[src/sv/tkspt_pkg.sv]
// ----------------------------------------------------------------------------
// tkspt_pkg: shared types and constants for the top-k sorted pin table
// Table size, field widths, outcome codes, cell operations and controller
// states used by the cell row and the controller.
// ----------------------------------------------------------------------------
package tkspt_pkg;

    // Table size and derived widths
    localparam int CAPACITY  = 8;
    localparam int ID_W      = 16;
    localparam int CNT_W     = 8;
    localparam int SUM_W     = 10;
    localparam int IDX_W     = (CAPACITY > 1) ? $clog2(CAPACITY) : 1;
    localparam int COUNT_W   = $clog2(CAPACITY + 1);
    localparam int OUTCOME_W = 3;
    localparam int ECOUNT_W  = 4;
    localparam int RANK_W    = 3;

    // Command codes
    localparam logic CMD_PIN   = 1'b0;
    localparam logic CMD_CLEAR = 1'b1;

    typedef enum logic [OUTCOME_W-1:0] {
        OC_UPDATED  = 3'd0,
        OC_INSERTED = 3'd1,
        OC_EVICTED  = 3'd2,
        OC_REJECTED = 3'd3,
        OC_CLEARED  = 3'd4
    } t_outcome;

    // Operation broadcast to every cell of the row
    typedef enum logic [2:0] {
        OP_HOLD    = 3'd0,
        OP_CLEAR   = 3'd1,
        OP_MARK    = 3'd2,
        OP_EVICT   = 3'd3,
        OP_COMPACT = 3'd4,
        OP_INSERT  = 3'd5
    } t_cell_op;

    typedef enum logic [1:0] {
        ST_IDLE,
        ST_REMOVE,
        ST_INSERT,
        ST_WAIT
    } t_state;

    // Slot payload; pre marks an entry that sat ahead of the updated one
    typedef struct packed {
        logic             pre;
        logic [ID_W-1:0]  id;
        logic [CNT_W-1:0] cnt_a;
        logic [CNT_W-1:0] cnt_b;
        logic [CNT_W-1:0] cnt_c;
        logic [SUM_W-1:0] sum;
    } t_slot;

    typedef struct packed {
        logic  valid;
        t_slot slot;
    } t_entry;

endpackage

[src/sv/tkspt_cell.sv]
// ----------------------------------------------------------------------------
// tkspt_cell: one slot of the sorted table
// Holds one entry, compares it against the broadcast word and takes its own,
// its left or right neighbour's entry, or the new word, as the operation says.
// ----------------------------------------------------------------------------
module tkspt_cell
    import tkspt_pkg::*;
(
    input  logic     i_clk,
    input  logic     i_rst_n,
    input  t_cell_op i_op,
    input  t_slot    i_item,
    input  t_entry   i_left,
    input  logic     i_left_before,
    input  t_entry   i_right,
    input  logic     i_seen,
    output t_entry   o_entry,
    output logic     o_before,
    output logic     o_seen,
    output logic     o_took_new
);

    logic  r_valid;
    logic  n_valid;
    t_slot r_slot;
    t_slot n_slot;
    logic  w_hit;

    // Id match; ids in the table are unique so at most one cell hits
    assign w_hit  = r_valid && (r_slot.id == i_item.id);
    assign o_seen = i_seen | w_hit;

    // Entry stays ahead of the new word: larger sum, or equal sum and
    // originally ahead of it
    assign o_before = r_valid && ((r_slot.sum > i_item.sum) ||
                                  ((r_slot.sum == i_item.sum) && r_slot.pre));

    assign o_took_new = (i_op == OP_INSERT) && !o_before && i_left_before;

    assign o_entry.valid = r_valid;
    assign o_entry.slot  = r_slot;

    // Next slot contents
    always_comb begin
        n_valid = r_valid;
        n_slot  = r_slot;
        unique case (i_op)
            OP_HOLD: begin
            end
            OP_CLEAR: begin
                n_valid = 1'b0;
            end
            OP_MARK: begin
                n_slot.pre = 1'b1;
            end
            OP_EVICT: begin
                // only the last cell sees an empty right neighbour
                n_valid    = i_right.valid;
                n_slot.pre = 1'b1;
            end
            OP_COMPACT: begin
                if (o_seen) begin
                    n_valid    = i_right.valid;
                    n_slot     = i_right.slot;
                    n_slot.pre = 1'b0;
                end else begin
                    n_slot.pre = 1'b1;
                end
            end
            OP_INSERT: begin
                if (o_before) begin
                    n_slot = r_slot;
                end else if (i_left_before) begin
                    n_valid = 1'b1;
                    n_slot  = i_item;
                end else begin
                    n_valid = i_left.valid;
                    n_slot  = i_left.slot;
                end
            end
            default: begin
            end
        endcase
    end

    always_ff @(posedge i_clk) begin
        if (!i_rst_n) begin
            r_valid <= 1'b0;
        end else begin
            r_valid <= n_valid;
        end
    end

    always_ff @(posedge i_clk) begin
        r_slot <= n_slot;
    end

endmodule

[src/sv/top_k_sorted_pin_table_unit.sv]
// ----------------------------------------------------------------------------
// top_k_sorted_pin_table_unit: bounded top-k table kept in sorted order
// Row of slot cells plus a small controller for remove and insert passes.
// ----------------------------------------------------------------------------
// Usage:
//   Input channel: i_in_valid / o_in_stall, word = cmd, entry_id, count_a..c.
//   Output channel: o_out_valid / i_out_stall, word = outcome, entry_count,
//   rank, evicted_id. Every input word gives exactly one output word.
//   A word is processed in two passes over the cell row: a remove pass
//   (id match, compaction, marking, eviction or clear) and an insert pass
//   (each cell keeps, shifts right or takes the new entry). The word is
//   captured, then the remove and insert states follow, and the result is
//   registered at the end of the insert state; a new word is taken in the
//   insert cycle of the previous one when the output is free.
//   Reset empties the table; the slot contents themselves are not cleared.
//   If the receiver stalls, the result waits in the output register; a
//   second result is parked in a holding register and no further word is
//   taken until the output drains.
// ----------------------------------------------------------------------------
module top_k_sorted_pin_table_unit
    import tkspt_pkg::*;
(
    input  logic                 i_clk,
    input  logic                 i_rst_n,
    input  logic                 i_in_valid,
    output logic                 o_in_stall,
    input  logic                 i_cmd,
    input  logic [ID_W-1:0]      i_entry_id,
    input  logic [CNT_W-1:0]     i_count_a,
    input  logic [CNT_W-1:0]     i_count_b,
    input  logic [CNT_W-1:0]     i_count_c,
    output logic                 o_out_valid,
    input  logic                 i_out_stall,
    output logic [OUTCOME_W-1:0] o_outcome,
    output logic [ECOUNT_W-1:0]  o_entry_count,
    output logic [RANK_W-1:0]    o_rank,
    output logic [ID_W-1:0]      o_evicted_id
);

    t_state             r_state;
    t_state             n_state;
    logic               r_cmd;
    t_slot              r_item;
    t_outcome           r_outcome;
    logic [ID_W-1:0]    r_evicted;
    logic [COUNT_W-1:0] r_count;
    logic [COUNT_W-1:0] n_count;

    logic                 r_out_valid;
    logic                 n_out_valid;
    logic [OUTCOME_W-1:0] r_o_outcome;
    logic [ECOUNT_W-1:0]  r_o_count;
    logic [RANK_W-1:0]    r_o_rank;
    logic [ID_W-1:0]      r_o_evicted;

    logic [OUTCOME_W-1:0] r_p_outcome;
    logic [ECOUNT_W-1:0]  r_p_count;
    logic [RANK_W-1:0]    r_p_rank;
    logic [ID_W-1:0]      r_p_evicted;

    t_cell_op w_op;
    logic     w_ready;
    logic     w_accept;
    logic     w_out_free;
    logic     w_full;
    logic     w_inserts;
    t_outcome w_rm_outcome;

    t_entry                w_entry [CAPACITY];
    logic [CAPACITY-1:0]   w_before;
    logic [CAPACITY-1:0]   w_took_new;
    logic [CAPACITY:0]     w_seen;
    logic [IDX_W-1:0]      w_rank;

    logic [COUNT_W+ECOUNT_W-1:0] w_count_ext;
    logic [IDX_W+RANK_W-1:0]     w_rank_ext;
    logic [ECOUNT_W-1:0]         w_res_count;
    logic [RANK_W-1:0]           w_res_rank;

    // Cell row
    assign w_seen[0] = 1'b0;

    for (genvar g = 0; g < CAPACITY; g++) begin : g_cell
        t_entry w_left;
        t_entry w_right;
        logic   w_left_before;

        if (g == 0) begin : g_first
            assign w_left        = '0;
            assign w_left_before = 1'b1;
        end else begin : g_mid
            assign w_left        = w_entry[g-1];
            assign w_left_before = w_before[g-1];
        end

        if (g == CAPACITY - 1) begin : g_last
            assign w_right = '0;
        end else begin : g_inner
            assign w_right = w_entry[g+1];
        end

        tkspt_cell u_cell (
            .i_clk        (i_clk),
            .i_rst_n      (i_rst_n),
            .i_op         (w_op),
            .i_item       (r_item),
            .i_left       (w_left),
            .i_left_before(w_left_before),
            .i_right      (w_right),
            .i_seen       (w_seen[g]),
            .o_entry      (w_entry[g]),
            .o_before     (w_before[g]),
            .o_seen       (w_seen[g+1]),
            .o_took_new   (w_took_new[g])
        );
    end

    // Remove pass decision
    assign w_full = (r_count == COUNT_W'(CAPACITY));

    always_comb begin
        priority if (r_cmd == CMD_CLEAR) begin
            w_rm_outcome = OC_CLEARED;
        end else if (w_seen[CAPACITY]) begin
            w_rm_outcome = OC_UPDATED;
        end else if (!w_full) begin
            w_rm_outcome = OC_INSERTED;
        end else if (r_item.sum > w_entry[CAPACITY-1].slot.sum) begin
            w_rm_outcome = OC_EVICTED;
        end else begin
            w_rm_outcome = OC_REJECTED;
        end
    end

    assign w_inserts = (r_outcome == OC_UPDATED) || (r_outcome == OC_INSERTED) ||
                       (r_outcome == OC_EVICTED);

    // Handshake helpers
    assign w_out_free = !r_out_valid || !i_out_stall;
    assign w_accept   = i_in_valid && w_ready;
    assign o_in_stall = !w_ready;

    // Controller outputs
    always_comb begin
        w_op    = OP_HOLD;
        w_ready = 1'b0;
        unique case (r_state)
            ST_IDLE: begin
                w_ready = 1'b1;
            end
            ST_REMOVE: begin
                unique case (w_rm_outcome)
                    OC_CLEARED:  w_op = OP_CLEAR;
                    OC_UPDATED:  w_op = OP_COMPACT;
                    OC_EVICTED:  w_op = OP_EVICT;
                    OC_INSERTED: w_op = OP_MARK;
                    OC_REJECTED: w_op = OP_HOLD;
                    default:     w_op = OP_HOLD;
                endcase
            end
            ST_INSERT: begin
                w_op    = w_inserts ? OP_INSERT : OP_HOLD;
                w_ready = w_out_free;
            end
            ST_WAIT: begin
                w_op = OP_HOLD;
            end
        endcase
    end

    // Controller next state
    always_comb begin
        n_state = r_state;
        unique case (r_state)
            ST_IDLE: begin
                if (w_accept) n_state = ST_REMOVE;
            end
            ST_REMOVE: begin
                n_state = ST_INSERT;
            end
            ST_INSERT: begin
                if (!w_out_free) begin
                    n_state = ST_WAIT;
                end else if (w_accept) begin
                    n_state = ST_REMOVE;
                end else begin
                    n_state = ST_IDLE;
                end
            end
            ST_WAIT: begin
                if (w_out_free) n_state = ST_IDLE;
            end
        endcase
    end

    // Rank of the new entry from the cell that took it
    always_comb begin
        w_rank = '0;
        for (int i = 0; i < CAPACITY; i++) begin
            if (w_took_new[i]) w_rank = w_rank | IDX_W'(i);
        end
    end

    // Entry count after the insert pass
    assign n_count     = w_inserts ? r_count + COUNT_W'(1) : r_count;
    assign w_count_ext = (COUNT_W + ECOUNT_W)'(n_count);
    assign w_rank_ext  = (IDX_W + RANK_W)'(w_rank);
    assign w_res_count = w_count_ext[ECOUNT_W-1:0];
    assign w_res_rank  = w_rank_ext[RANK_W-1:0];

    // Control registers
    always_ff @(posedge i_clk) begin
        if (!i_rst_n) begin
            r_state     <= ST_IDLE;
            r_count     <= '0;
            r_out_valid <= 1'b0;
        end else begin
            r_state     <= n_state;
            r_out_valid <= n_out_valid;
            if (r_state == ST_REMOVE) begin
                unique case (w_rm_outcome)
                    OC_CLEARED:  r_count <= '0;
                    OC_UPDATED:  r_count <= r_count - COUNT_W'(1);
                    OC_EVICTED:  r_count <= r_count - COUNT_W'(1);
                    OC_INSERTED: r_count <= r_count;
                    OC_REJECTED: r_count <= r_count;
                    default:     r_count <= r_count;
                endcase
            end else if (r_state == ST_INSERT) begin
                r_count <= n_count;
            end
        end
    end

    // Output valid
    always_comb begin
        n_out_valid = r_out_valid && i_out_stall;
        if ((r_state == ST_INSERT || r_state == ST_WAIT) && w_out_free) begin
            n_out_valid = 1'b1;
        end
    end

    // Word capture and remove pass results
    always_ff @(posedge i_clk) begin
        if (w_accept) begin
            r_cmd        <= i_cmd;
            r_item.pre   <= 1'b0;
            r_item.id    <= i_entry_id;
            r_item.cnt_a <= i_count_a;
            r_item.cnt_b <= i_count_b;
            r_item.cnt_c <= i_count_c;
            r_item.sum   <= SUM_W'(i_count_a) + SUM_W'(i_count_b) + SUM_W'(i_count_c);
        end
        if (r_state == ST_REMOVE) begin
            r_outcome <= w_rm_outcome;
            r_evicted <= (w_rm_outcome == OC_EVICTED) ? w_entry[CAPACITY-1].slot.id : '0;
        end
    end

    // Output and holding registers
    always_ff @(posedge i_clk) begin
        if (r_state == ST_INSERT) begin
            if (w_out_free) begin
                r_o_outcome <= r_outcome;
                r_o_count   <= w_res_count;
                r_o_rank    <= w_res_rank;
                r_o_evicted <= r_evicted;
            end else begin
                r_p_outcome <= r_outcome;
                r_p_count   <= w_res_count;
                r_p_rank    <= w_res_rank;
                r_p_evicted <= r_evicted;
            end
        end else if (r_state == ST_WAIT && w_out_free) begin
            r_o_outcome <= r_p_outcome;
            r_o_count   <= r_p_count;
            r_o_rank    <= r_p_rank;
            r_o_evicted <= r_p_evicted;
        end
    end

    assign o_out_valid   = r_out_valid;
    assign o_outcome     = r_o_outcome;
    assign o_entry_count = r_o_count;
    assign o_rank        = r_o_rank;
    assign o_evicted_id  = r_o_evicted;

endmodule
[config.mk]
export PLATFORM = sky130hd
export DESIGN_NAME = top_k_sorted_pin_table_unit
export DESIGN_NICKNAME = d
export VERILOG_FILES = /design/src/sv/tkspt_pkg.sv /design/src/sv/tkspt_cell.sv /design/src/sv/top_k_sorted_pin_table_unit.sv
export SDC_FILE = /design/constraint.sdc
export NUM_CORES = 1
export LEC_CHECK = 0
export BUFFER_PORTS_ARGS = -buffer_cell sky130_fd_sc_hd__buf_2
export CAP_MARGIN = 20
export CORE_UTILIZATION = 30
export DETAILED_ROUTE_END_ITERATION = 16
export PLACE_DENSITY_LB_ADDON = 0.25
export RECOVER_POWER = 100
export SYNTH_ARGS = -nofsm -noshare
export SYNTH_HDL_FRONTEND = slang
export SYNTH_HIERARCHICAL = 1
export SYNTH_SLANG_ARGS = --single-unit
[constraint.sdc]
create_clock -name i_clk -period 12.3 [get_ports i_clk]
set_clock_uncertainty 0.15 [all_clocks]
set_input_delay 0 -clock i_clk [delete_from_list [all_inputs] [get_ports i_clk]]
set_output_delay 0 -clock i_clk [all_outputs]
set_load 0.02 [all_outputs]
[Word-level counts from Yosys, hierarchy flattened]
Cells that the tools add are included.
W data, S select, Z words.
Operators by class
  reduce and logical (&&, ||, !) cells: 104
  multiplexer cells: 115
  eq/ne operators: 50
  add/sub/neg operators: 4
  bitwise operators: 8
  order comparisons: 9
Operators with widths (number)
  $pmux W50 S2: 8
  $mux W51: 15
  $mux W50: 8
  $eq A16 B16 Y1: 8
  $gt A10 B10 Y1: 9
  $eq A10 B10 Y1: 8
  $mux W16: 3
  $reduce_and A3 Y1: 16
  $logic_and A1 B1 Y1: 42
  $mux W3: 14
  $mux W1: 35
  $pmux W1 S4: 7
  $pmux W1 S3: 9
  $mux W4: 6
  $reduce_and A2 Y1: 12
  $ne A2 B2 Y1 const B: 11
  $ne A2 B1 Y1 const B: 8
  $eq A3 B2 Y1 const B: 4
  $logic_or A1 B1 Y1: 12
  $pmux W3 S4: 1
  $add A9 B8 Y10: 1
  $logic_not A1 Y1: 10
  $mux W2: 5
  $add A8 B8 Y9: 1
  20 further kinds: 37
Storage, ports and cells
  register bits: 545
  logic and storage cells: 365
  input bits: 45
  output and inout bits: 28

[Depth between registers and ports, before layout]
  depth in word-level cells: 26
  depth in mapped cells: 25
  gate-level depth less buffers: 25

[Cells and area by module]
The synthesis kept the hierarchy.
By module, submodules not included
  tkspt_cell (g_cell[4].u_cell ...): times used 4, seq. area each 1551.5 sq um, area each 3180.6 sq um, cells each 304
  tkspt_cell (g_cell[0].u_cell ...): times used 3, seq. area each 1551.5 sq um, area each 3179.3 sq um, cells each 302
  top_k_sorted_pin_table_unit: times used 1, seq. area each 3803.6 sq um, area each 5534.1 sq um, cells each 351
  tkspt_cell (g_cell[3].u_cell): times used 1, seq. area each 1551.5 sq um, area each 3210.6 sq um, cells each 305

[Worst setup path after synthesis]
OpenSTA, ideal clock, no wires.
  path kind: register to register
  start point: reg r_item[38] (netlist bit)
  end point: reg g_cell[0].u_cell.r_slot (netlist bit g_cell[0].u_cell/o_entry[0]) (enable)
  slack: 3.508 ns
  data arrival time: 8.171 ns
  data required time: 11.679 ns
  library setup time: 0.471 ns
  buffers on the path: 0
  clock period less this slack: 8.792 ns
  stages on the path, launching flop included: 25
  cells stage by stage: edfxtp_1 -> xnor2_1 -> nand4_1 -> nor4_1 -> a21o_1 -> a21o_1 -> a21o_1 -> a21o_1 -> a31oi_1 -> inv_1 -> a31oi_1 -> inv_1 -> a31oi_1 -> inv_1 -> a31oi_1 -> inv_1 -> or3_1 -> a211oi_2 -> o21ai_0 -> a21oi_1 -> nor2_1 -> nand2_1 -> a211oi_1 -> nor2b_1 -> a21boi_1
On the way
  cells in the longest elaborated chain, start to end: 17
  elaborated cells on any way between the ends: 37
  classes of those cells: eq/ne: 15; mux: 4; bitwise: 7; reduce/logical: 11
RTL lines
  from (decl): line top_k_sorted_pin_table_unit.sv:43  | t_slot r_item;
  $eq A16 B16 Y1 *: line tkspt_cell.sv:30  | assign w_hit = r_valid && (r_slot.id == i_item.id);
  $logic_and A1 B1 Y1 *: line tkspt_cell.sv:30
  named net w_seen[1]: line top_k_sorted_pin_table_unit.sv:72  | logic [CAPACITY:0] w_seen;
  $or A1 B1 Y1 *: line tkspt_cell.sv:31  | assign o_seen = i_seen | w_hit;
  named net w_seen[2]: line top_k_sorted_pin_table_unit.sv:72
  $or A1 B1 Y1 *: line tkspt_cell.sv:31
  named net w_seen[3]: line top_k_sorted_pin_table_unit.sv:72
  $or A1 B1 Y1 *: line tkspt_cell.sv:31
  named net w_seen[4]: line top_k_sorted_pin_table_unit.sv:72
  (+1 left out)
  named net w_seen[5]: line top_k_sorted_pin_table_unit.sv:72
  (+1 left out)
  named net w_seen[6]: line top_k_sorted_pin_table_unit.sv:72
  (+1 left out)
  named net w_seen[7]: line top_k_sorted_pin_table_unit.sv:72
  (+1 left out)
  named net w_seen[8]: line top_k_sorted_pin_table_unit.sv:72
  (+1 left out)
  $mux W3 *: line top_k_sorted_pin_table_unit.sv:122  | priority if (r_cmd == CMD_CLEAR) begin
  $eq A3 B1 Y1, or another cell as far along: line top_k_sorted_pin_table_unit.sv:152  | unique case (w_rm_outcome)
  $pmux W3 S4 *: line top_k_sorted_pin_table_unit.sv:152
  $pmux W3 S2 *: line top_k_sorted_pin_table_unit.sv:147  | unique case (r_state)
  named net w_op[0]: line top_k_sorted_pin_table_unit.sv:61  | t_cell_op w_op;
  $eq A3 B3 Y1: line tkspt_cell.sv:47  | unique case (i_op)
  $ne A2 B2 Y1 (no source line), or another cell as far along
  $reduce_and A3 Y1 (no source line) *
  to (signal assigned): line tkspt_cell.sv:95  | r_slot <= n_slot;
  to (decl): line tkspt_cell.sv:25  | t_slot r_slot;
The timed path passes the listed nets; every way through them passes the cells marked *.
A chain may end at the register's enable or synchronous reset.

[Worst setup path after layout]
  start point: reg r_item[43] (netlist bit)
  end point: reg g_cell[1].u_cell.r_slot (netlist bit g_cell[1].u_cell/o_entry[41]) (enable)
On the way
  cells in the longest elaborated chain, start to end: 17
  elaborated cells on any way between the ends: 37
  classes of those cells: eq/ne: 15; mux: 4; bitwise: 7; reduce/logical: 11
RTL lines (line)
  $eq A16 B16 Y1 *: tkspt_cell.sv:30
  $logic_and A1 B1 Y1 *: tkspt_cell.sv:30
  named net w_seen[1]: top_k_sorted_pin_table_unit.sv:72
  $or A1 B1 Y1 *: tkspt_cell.sv:31
  named net w_seen[2]: top_k_sorted_pin_table_unit.sv:72
  $or A1 B1 Y1 *: tkspt_cell.sv:31
  named net w_seen[3]: top_k_sorted_pin_table_unit.sv:72
  $or A1 B1 Y1 *: tkspt_cell.sv:31
  named net w_seen[4]: top_k_sorted_pin_table_unit.sv:72
  (+1 left out)
  named net w_seen[5]: top_k_sorted_pin_table_unit.sv:72
  (+1 left out)
  named net w_seen[6]: top_k_sorted_pin_table_unit.sv:72
  (+1 left out)
  named net w_seen[7]: top_k_sorted_pin_table_unit.sv:72
  (+1 left out)
  named net w_seen[8]: top_k_sorted_pin_table_unit.sv:72
  (+1 left out)
  $mux W3 *: top_k_sorted_pin_table_unit.sv:122
  $eq A3 B1 Y1, or another cell as far along: top_k_sorted_pin_table_unit.sv:152
  $pmux W3 S4 *: top_k_sorted_pin_table_unit.sv:152
  $pmux W3 S2 *: top_k_sorted_pin_table_unit.sv:147
  named net w_op[0]: top_k_sorted_pin_table_unit.sv:61
  $eq A3 B3 Y1: tkspt_cell.sv:47
  $ne A2 B2 Y1 (no source line), or another cell as far along
  $reduce_and A3 Y1 (no source line) *
  to (signal assigned): tkspt_cell.sv:95
  to (decl): tkspt_cell.sv:25
Marks and branches as above.

==> run metrics <==
status=complete, but fails checks; violated checks=capacitance limit, slew limit; CORE AREA=68,500 um^2; RePlAce Congestion=around 0.86; Die Wd=about 260 um; n_diodes=0; Tmin final=between 9000 and 10,000 ps; initial antenna violation count=1; Max Slew Vio Count=502; CP endpoint kind=register; Routed Antenna Nets=0; htree depth=2; Leak Pwr=a little under 9 nW; first-pass GRT wire length=84.2 mm; fill count=roughly 6,900; Rows=96; Worst-path clk slew=about 60 ps; YS warnings=6; Synth-to-Final Area Change=16.1%; HP Class=in -> reg; All-Layer GR Usage=0.154; vias per inst=approximately 4.8; Sink Count=329; worst hold margin=41.5 ps; Fmax=around 110 MHz; required time of the worst setup path=12,330 ps; via count=about 15,000; IO Pins=73; endpoints failing hold=0; CTS tree=built; final total negative setup slack=0 ps; RSZ-0062 raised after global routing=no; Final Power=between 3 and 4 mW; clk_lat worst skew=roughly 570 ps; max_cap viols=16; routed length per instance=17.8 um; clock root buffer=clkbuf_16; layout cells sized above 1=0.0869; Final Core Density=0.352; maximum vdd drop=0.0000963 V; Slew HR=-0.659; Syn Inst Count=1,944; Crit Path Category=reg -> reg; vias in the first global route=approximately 15,000; final setup vio count=0; Reg area=9730 um^2; Startpoint Class=register; crit-path max FO=48; drt first pass iters=5; chip height=265 um; area occupied by multi-input gates=~10,000 um^2; post-cts resize count=0; Initial Utilization=0.303; buffers added on ports=roughly 70; worst slew pin tran=approximately 2500 ps; gr ovfl total=0; initial drt markers=~1,100; fin crit share=0.766; Post-Syn Area=~21,000 um^2; Routed WL=between 50 and 60 mm; PD cells=130 nW/um^2; DR DRC count=0; CTS Buffer Depth=3; largest net degree at the start of global routing=55; HPWL Detailed=slightly below 40 mm; CP arrival=~9500 ps; die area=70,200 um^2; Syn Area/Cell=approximately 11 um^2; nets=~2,300; cts bufs inserted=41
metrics by stage:
stage | cells | instance area (um^2) | worst slack (ps)
finish | 3023 | 24100 | 2870
global route | 3023 | 24100 | 2150
CTS | 3023 | 24200 | 4780
detailed placement | 2888 | 22300 | 4810
global placement | 2888 | 22300 | 4960
floorplan | 2008 | 21000 | 4680
worst paths after layout:
check | slack (ps) | depth (start not counted) | to | startpoint
setup / recovery | 2870 | 26 | g_cell[1].u_cell/o_entry[41] | r_item[43]
hold / removal | 40 | 5 | r_item[7] | i_count_b[5]
setup reg to reg | 2870 | 26 | g_cell[1].u_cell/o_entry[41] | r_item[43]
hold reg to reg | 300 | 0 | r_p_evicted[12] | r_evicted[12]
layout make-up:
cell class                      instances  area share
Inverter                              140      0.0218
Timing Repair Buffer                  167      0.0464
Clock inverter                          8     0.00483
Clock buffer                           67      0.0509
Sequential cell                       329       0.404
Tap cell                              882      0.0458
Multi-Input combinational cell       1430       0.426
sequential cells by signal, summed over array words and instances (netlist names), 4 cells and up:
| register | count |
|---|---|
| r_item | 26 |
| r_p_evicted | 16 |
| r_p_count | 4 |
| g_cell.u_cell/r_valid | 8 |
| r_count | 4 |
| o_entry_count | 4 |
| g_cell.u_cell/o_entry | 216 |
| r_evicted | 16 |
| o_evicted_id | 16 |
per-layer routing:
| metal | vias to the layer above | share of wire | global-route usage |
|---|---|---|---|
| li1 | 7262 | - | - |
| met1 | 6935 | 0.48 | 0.213 |
| met2 | 354 | 0.45 | 0.247 |
| met3 | 82 | 0.048 | 0.0249 |
| met4 | 0 | 0.022 | 0.0437 |
| met5 | - | 0 | 0 |
repair_timing:
item	in CTS	in global routing
hold buffers	60	0
endpoints found under the hold margin	67	0
setup endpoints to repair	0	0
buffers inserted	0	0
critical path: stages, from the launching register on:
cell      delay [ps]
edfxtp_1         800
xnor2_1          160
nand4_1          260
nor4_1           140
a21o_1           210
a21o_1           170
a21o_1           180
a21o_1           170
a31oi_1          270
inv_1             90
a31oi_1          270
inv_1             70
a31oi_1          260
inv_1             70
a31oi_1          300
inv_1            190
or3_1            410
a211oi_1        1110
o21ai_0          380
a21oi_4          240
buf_4            410
nor2_1            90
nand2_1          100
a211oi_1          70
nor2b_1          170
a21boi_0        1290
clkbuf_1         950
cell usage in the layout (no fill, tap or decap), types with 5 or more instances in the layout:
cell type      count
edfxtp_1         314
nand2_1          272
o21ai_0          233
mux2i_1          225
inv_1            137
xnor2_1          134
ha_1             111
clkbuf_1          69
conb_1            66
dlygate4sd3_1     60
clkbuf_16         43
a21oi_1           42
nor2_1            39
nand4_1           38
buf_2             38
mux2_2            23
nand3_1           20
buf_4             18
and2_0            16
dfxtp_1           15
a21o_1            13
nor2b_1           12
and3_1            11
nor3b_1            9
fa_1               9
nor3_1             8
nand2b_4           8
a211oi_1           8
nor4_1             8
a31oi_1            8
a21boi_0           7
and2_1             6
o22ai_1            6
clkbuf_8           6
o21ai_1            6
nor2_4             5
o211ai_1           5
report_power, final:
group,switching [mW],leakage [nW],internal (mW),total (mW)
clock,0.482,0.652,0.742,1.22
combinational,0.317,5.21,0.223,0.540
sequential,0.0701,2.99,1.30,1.37
(Power assumes the default switching activity.)
